[config.mk]
export PLATFORM = sky130hd
export DESIGN_NAME = slci_sqrt
export DESIGN_NICKNAME = d
export VERILOG_FILES = /design/src/slci_pkg.sv /design/src/slci_sqrt_cell.sv /design/src/slci_sqrt.sv
export SDC_FILE = /design/constraint.sdc
export NUM_CORES = 2
export LEC_CHECK = 0
export ABC_AREA = 0
export BUFFER_PORTS_ARGS = -buffer_cell sky130_fd_sc_hd__buf_4
export CAP_MARGIN = 40
export CELL_PAD_IN_SITES_DETAIL_PLACEMENT = 1
export CELL_PAD_IN_SITES_GLOBAL_PLACEMENT = 1
export CORE_MARGIN = 1
export CORE_UTILIZATION = 30
export DETAILED_ROUTE_END_ITERATION = 8
export GPL_TIMING_DRIVEN = 0
export PLACE_DENSITY = 0.54
export SYNTH_ARGS = -nofsm -noshare
export SYNTH_HDL_FRONTEND = slang
export SYNTH_SLANG_ARGS = --single-unit
[constraint.sdc]
create_clock -name clk -period 3.1 [get_ports clk]
set_input_delay 0.465 -clock clk [delete_from_list [all_inputs] [get_ports clk]]
set_output_delay 0.465 -clock clk [all_outputs]
set_load 0.02 [all_outputs]
[src/slci_pkg.sv]
package slci_pkg;

  localparam int FRAC_BITS_DEF = 16;

  // Restoring divider: one quotient bit per cell.
  localparam int DIV_STEPS = 32;
  localparam int DIV_LAT   = DIV_STEPS + 2;

  // Square root: the radicand r*r - u*u stays below 2^62.
  localparam int SQ_IN_W   = 62;
  localparam int SQ_STEPS  = SQ_IN_W / 2;
  localparam int SQ_REM_W  = SQ_STEPS + 2;

  typedef enum logic [1:0] {
    CMD_SEG    = 2'd0,
    CMD_NEAR   = 2'd1,
    CMD_CIRCLE = 2'd2,
    CMD_NONE   = 2'd3
  } cmd_t;

  typedef struct packed {
    logic               ok;
    logic               circ;
    logic signed [31:0] ax;
    logic signed [31:0] ay;
    logic signed [31:0] dax;
    logic signed [31:0] day;
    logic [61:0]        rsq;
  } sb_div_t;

  typedef struct packed {
    logic               found;
    logic               circ;
    logic signed [31:0] ax;
    logic signed [31:0] ay;
    logic signed [31:0] dax;
    logic signed [31:0] day;
    logic signed [31:0] t;
  } sb_sq_t;

  function automatic logic signed [31:0] sat32(input logic signed [63:0] v);
    logic signed [31:0] res;
    if (v > 64'sh0000_0000_7FFF_FFFF) begin
      res = 32'sh7FFF_FFFF;
    end else if (v < -64'sh0000_0000_8000_0000) begin
      res = 32'sh8000_0000;
    end else begin
      res = v[31:0];
    end
    return res;
  endfunction

endpackage

[src/slci_sqrt_cell.sv]
module slci_sqrt_cell (
  input  logic                          clk,
  input  logic                          rst_n,
  input  logic                          vld_i,
  input  logic [slci_pkg::SQ_REM_W-1:0] rem_i,
  input  logic [slci_pkg::SQ_IN_W-1:0]  val_i,
  input  logic [slci_pkg::SQ_STEPS-1:0] root_i,
  output logic                          vld_o,
  output logic [slci_pkg::SQ_REM_W-1:0] rem_o,
  output logic [slci_pkg::SQ_IN_W-1:0]  val_o,
  output logic [slci_pkg::SQ_STEPS-1:0] root_o
);
  import slci_pkg::*;

  logic [SQ_REM_W+1:0] remsh;
  logic [SQ_REM_W+1:0] trial;
  logic [SQ_REM_W+1:0] diff;
  logic                take;

  always_comb begin
    remsh = {rem_i, val_i[SQ_IN_W-1 -: 2]};
    trial = (SQ_REM_W+2)'({root_i, 2'b01});
    diff  = remsh - trial;
    take  = (remsh >= trial);
  end

  always_ff @(posedge clk) begin
    if (!rst_n) begin
      vld_o <= 1'b0;
    end else begin
      vld_o <= vld_i;
    end
  end

  always_ff @(posedge clk) begin
    rem_o  <= take ? diff[SQ_REM_W-1:0] : remsh[SQ_REM_W-1:0];
    val_o  <= {val_i[SQ_IN_W-3:0], 2'b00};
    root_o <= {root_i[SQ_STEPS-2:0], take};
  end

endmodule

[src/slci_sqrt.sv]
module slci_sqrt (
  input  logic                          clk,
  input  logic                          rst_n,
  input  logic                          vld_i,
  input  logic [slci_pkg::SQ_IN_W-1:0]  val_i,
  output logic                          vld_o,
  output logic [slci_pkg::SQ_STEPS-1:0] root_o
);
  import slci_pkg::*;

  logic                vld_c  [0:SQ_STEPS];
  logic [SQ_REM_W-1:0] rem_c  [0:SQ_STEPS];
  logic [SQ_IN_W-1:0]  val_c  [0:SQ_STEPS];
  logic [SQ_STEPS-1:0] root_c [0:SQ_STEPS];

  assign vld_c[0]  = vld_i;
  assign rem_c[0]  = '0;
  assign val_c[0]  = val_i;
  assign root_c[0] = '0;

  // Each cell brings down two radicand bits and settles one root bit.
  for (genvar k = 0; k < SQ_STEPS; k++) begin : g_cell
    slci_sqrt_cell u_cell (
      .clk    (clk),
      .rst_n  (rst_n),
      .vld_i  (vld_c[k]),
      .rem_i  (rem_c[k]),
      .val_i  (val_c[k]),
      .root_i (root_c[k]),
      .vld_o  (vld_c[k+1]),
      .rem_o  (rem_c[k+1]),
      .val_o  (val_c[k+1]),
      .root_o (root_c[k+1])
    );
  end

  assign vld_o  = vld_c[SQ_STEPS];
  assign root_o = root_c[SQ_STEPS];

endmodule

==> metrics.txt <==
row cnt 198; failing checks negative setup slack; most frequent CP cell or4_4; drt drc 0; HPWL after DPL 172,000 microns; HP Class input port to register; root buffer cell clkbuf_16; post-route ant nets 0; Hold Vio Cnt, Final 0; vias in the first global route 66,000; largest net degree at the start of global routing 16; share of Yosys cell area claimed by the top area cell type 0.548; routability cong. 0.856; Final period util 1.04; clk slew on worst S/H paths 60 ps; deepest level of the CTS H-tree 5; ys flop type dfxtp_1; RSZ-0062 raised after global routing yes; MaxCap Viol Count 0; status finished, violations left; Slowest cell on crit path or4_4; Critical Path End Type register; dominant cells by area after synthesis dfxtp_1 (55%), ha_1 (7.5%), xnor2_1 (3.8%); CORE AREA 291,000 sq um; Post-Syn Area 87,700 sq um; Final Skew 38.4 ps; Final Worst Setup Slack -123 ps; CTS tree built; met3 wire length 7320 microns; global-route wire length before repair 365,000 microns; clock share of power 0.369; DR pass1 iterations 5; asr flop ratio synth 0; Mapped Avg Cell Area 10.1 sq um; Area Overhead vs Synth 25.6%; Ys Warns 0; CTS max path bufs 4; Pint 62,500 uW; initial antenna violation count 3; syn nets 9,240; Seq pwr share 0.457; setup_tns -3160 ps; crit path kind register to register; DRT Wirelength 233,000 microns; Seq cells post-synth 2,399; share of layout cells above drive strength 1 0.181; CTS Buf Count 269; CP Cell Sequence or4_4 -> or3_4 -> nor3_4 -> or3b_4 -> or4_4 -> nor3b_4 -> buf_6 -> or2b_4 -> nor3_1 -> xor2_1; Largest stage delay, worst path 530 ps; sequential area share after synthesis 0.548; final setup vio count 66; post-synth top area cell dfxtp_1; total grt overflow 0; Tmin final 3220 ps; Max VDD drop 0.449 mV; clock sinks 2,399; crit path max fanout 6; sw power 25,200 uW; Met2 Wirelength 110,000 microns; vias 61,900; Slew HR 0.377; Comb power frac 0.174; cell count after synthesis 8,647; Die Span X 543 microns; CP startpoint kind register; Fmax 0.310 GHz; Post-synth top cells dfxtp_1 (2,399), inv_1 (662), nand2_1 (604); GRT Overall Usage 0.154; Starting Density 0.301; Leakage Power 0.0494 uW; max-slew violations 0; wl on met1 109,000 microns; total power density per cell area 797 nW/um^2; DR WL/cell 17.3 microns; highest metal used met4; die height 543 microns; vias per inst 4.61; Ports 97; Layout Utilization 0.379; leading cell type by number of instances after synthesis dfxtp_1; measured slew at the worst slew-check pin 928 ps; WP data arrival 3940 ps; # nets final 9,897; Switching Share 0.287; drt initial violations 2,227; Post-synth EDFFs 0; Power Total 87,700 uW; PortBufs 96; worst skew pair latency 860 ps; die area 294,000 sq um; CP Data Required Time 3810 ps; synth unique cells 101
==> worst paths after layout <==
check | start | to | slack [ps] | cells past startpoint
max | g_cell[6].u_cell.rem_o[20]$_DFF_P_ | g_cell[7].u_cell.rem_o[13]$_DFF_P_ | -120 | 10
min | val_i[27] | g_cell[0].u_cell.val_o[29]$_DFF_P_ | 260 | 2
max reg2reg | g_cell[6].u_cell.rem_o[20]$_DFF_P_ | g_cell[7].u_cell.rem_o[13]$_DFF_P_ | -120 | 10
min reg2reg | g_cell[1].u_cell.val_o[26]$_DFF_P_ | g_cell[2].u_cell.val_o[28]$_DFF_P_ | 310 | 0
==> cell type report <==
class,count,area [sq um]
clock inverter,101,1320
clock buffer,373,7800
multi-input combinational,5416,40600
fill,32000,181000
buffer,130,1130
inverter,664,2510
timing repair buffer,424,3700
tap,3900,4880
antenna,2,5.00
sequential,2399,48200
==> power by group through the flow <==
stage	clock, uW	combinational (uW)	sequential [uW]
6_report	32400	15300	40100
5_1_grt	34900	17000	40700
4_1_cts	33600	14300	39900
3_5_place_dp	0	13300	40400
3_3_place_gp	0	13000	40400
2_1_floorplan	0	10100	38800
==> state kept, by name, summed over array words and instances, names as in the netlist <==
name	cells
g_cell.u_cell.root_o	496
g_cell.u_cell.vld_o	31
g_cell.u_cell.rem_o	942
g_cell.u_cell.val_o	930
==> per-stage QoR <==
step | setup WS, ps | hold slack, ps | cell area (sq um) | cells
global placement | -1620 | 310 | 93300 | 12600
CTS | -145 | 159 | 107000 | 13300
global route | -217 | 207 | 110000 | 13400
floorplan | 0.866 | 310 | 87700 | 8647
finish | -123 | 256 | 110000 | 13400
detailed placement | -1540 | 313 | 93400 | 12700
==> routing by layer <==
| layer | global-route usage | vias up |
|---|---|---|
| li1 | - | 30900 |
| met1 | 0.200 | 29900 |
| met2 | 0.264 | 754 |
| met3 | 0.0204 | 394 |
| met4 | 0.0498 | 0 |
| met5 | 0 | - |
==> cells in the final DEF, fill, tap and decap left out, types with 54 or more instances in the layout <==
master and count:
o21ai_0 350, ha_4 73, a21o_1 198, or3_1 61
nor2b_1 75, inv_1 643, nor4_1 82, o21a_1 100
ha_1 419, nor2_1 531, a21oi_2 54, clkbuf_1 87
nand4_1 87, buf_4 318, dfxtp_2 91, xnor2_1 373
clkbuf_16 291, clkbuf_8 61, mux2_2 77, and2_1 59
dlygate4sd3_1 65, nand3_1 123, nand2_1 581, nor3_1 176
nand2b_1 104, dfxtp_1 2300, a21oi_1 468, xor2_1 376
==> logic make-up (layout without fill, tap and decap cells) <==
kind of cell             Yosys count  after routing  synth area share
flip-flops                      2399           2399             0.548
AND/OR/NAND/NOR                 2322           2322             0.131
AO/OA/AOI/OAI                   1710           1710             0.122
buffers and inverters            832           1692            0.0359
XOR/XNOR                         761            761            0.0760
adder cells (fa/ha/maj)          528            528            0.0754
multiplexers                      94             94            0.0119
other                              1              3         0.0000428
==> what timing repair did <==
| item | 4_1_cts | 5_1_grt |
|---|---|---|
| setup buffers | 122 | 117 |
| hold buffers | 65 | 0 |
| gates cloned | 4 | 9 |
| gates resized for setup | 677 | 560 |
| setup endpoints to repair | 809 | 667 |
| pin swaps | 132 | 179 |
| hold endpoints to repair | 65 | 0 |
==> worst max-delay path: cells and delay by family, from the launching register on <==
family	cells	cell delay [ps]
buffers and inverters	1	190
xor gates and xnor gates	1	150
and+or+nand+nor	8	2450
DFF	1	320
Power figures use the tool's default switching activity.
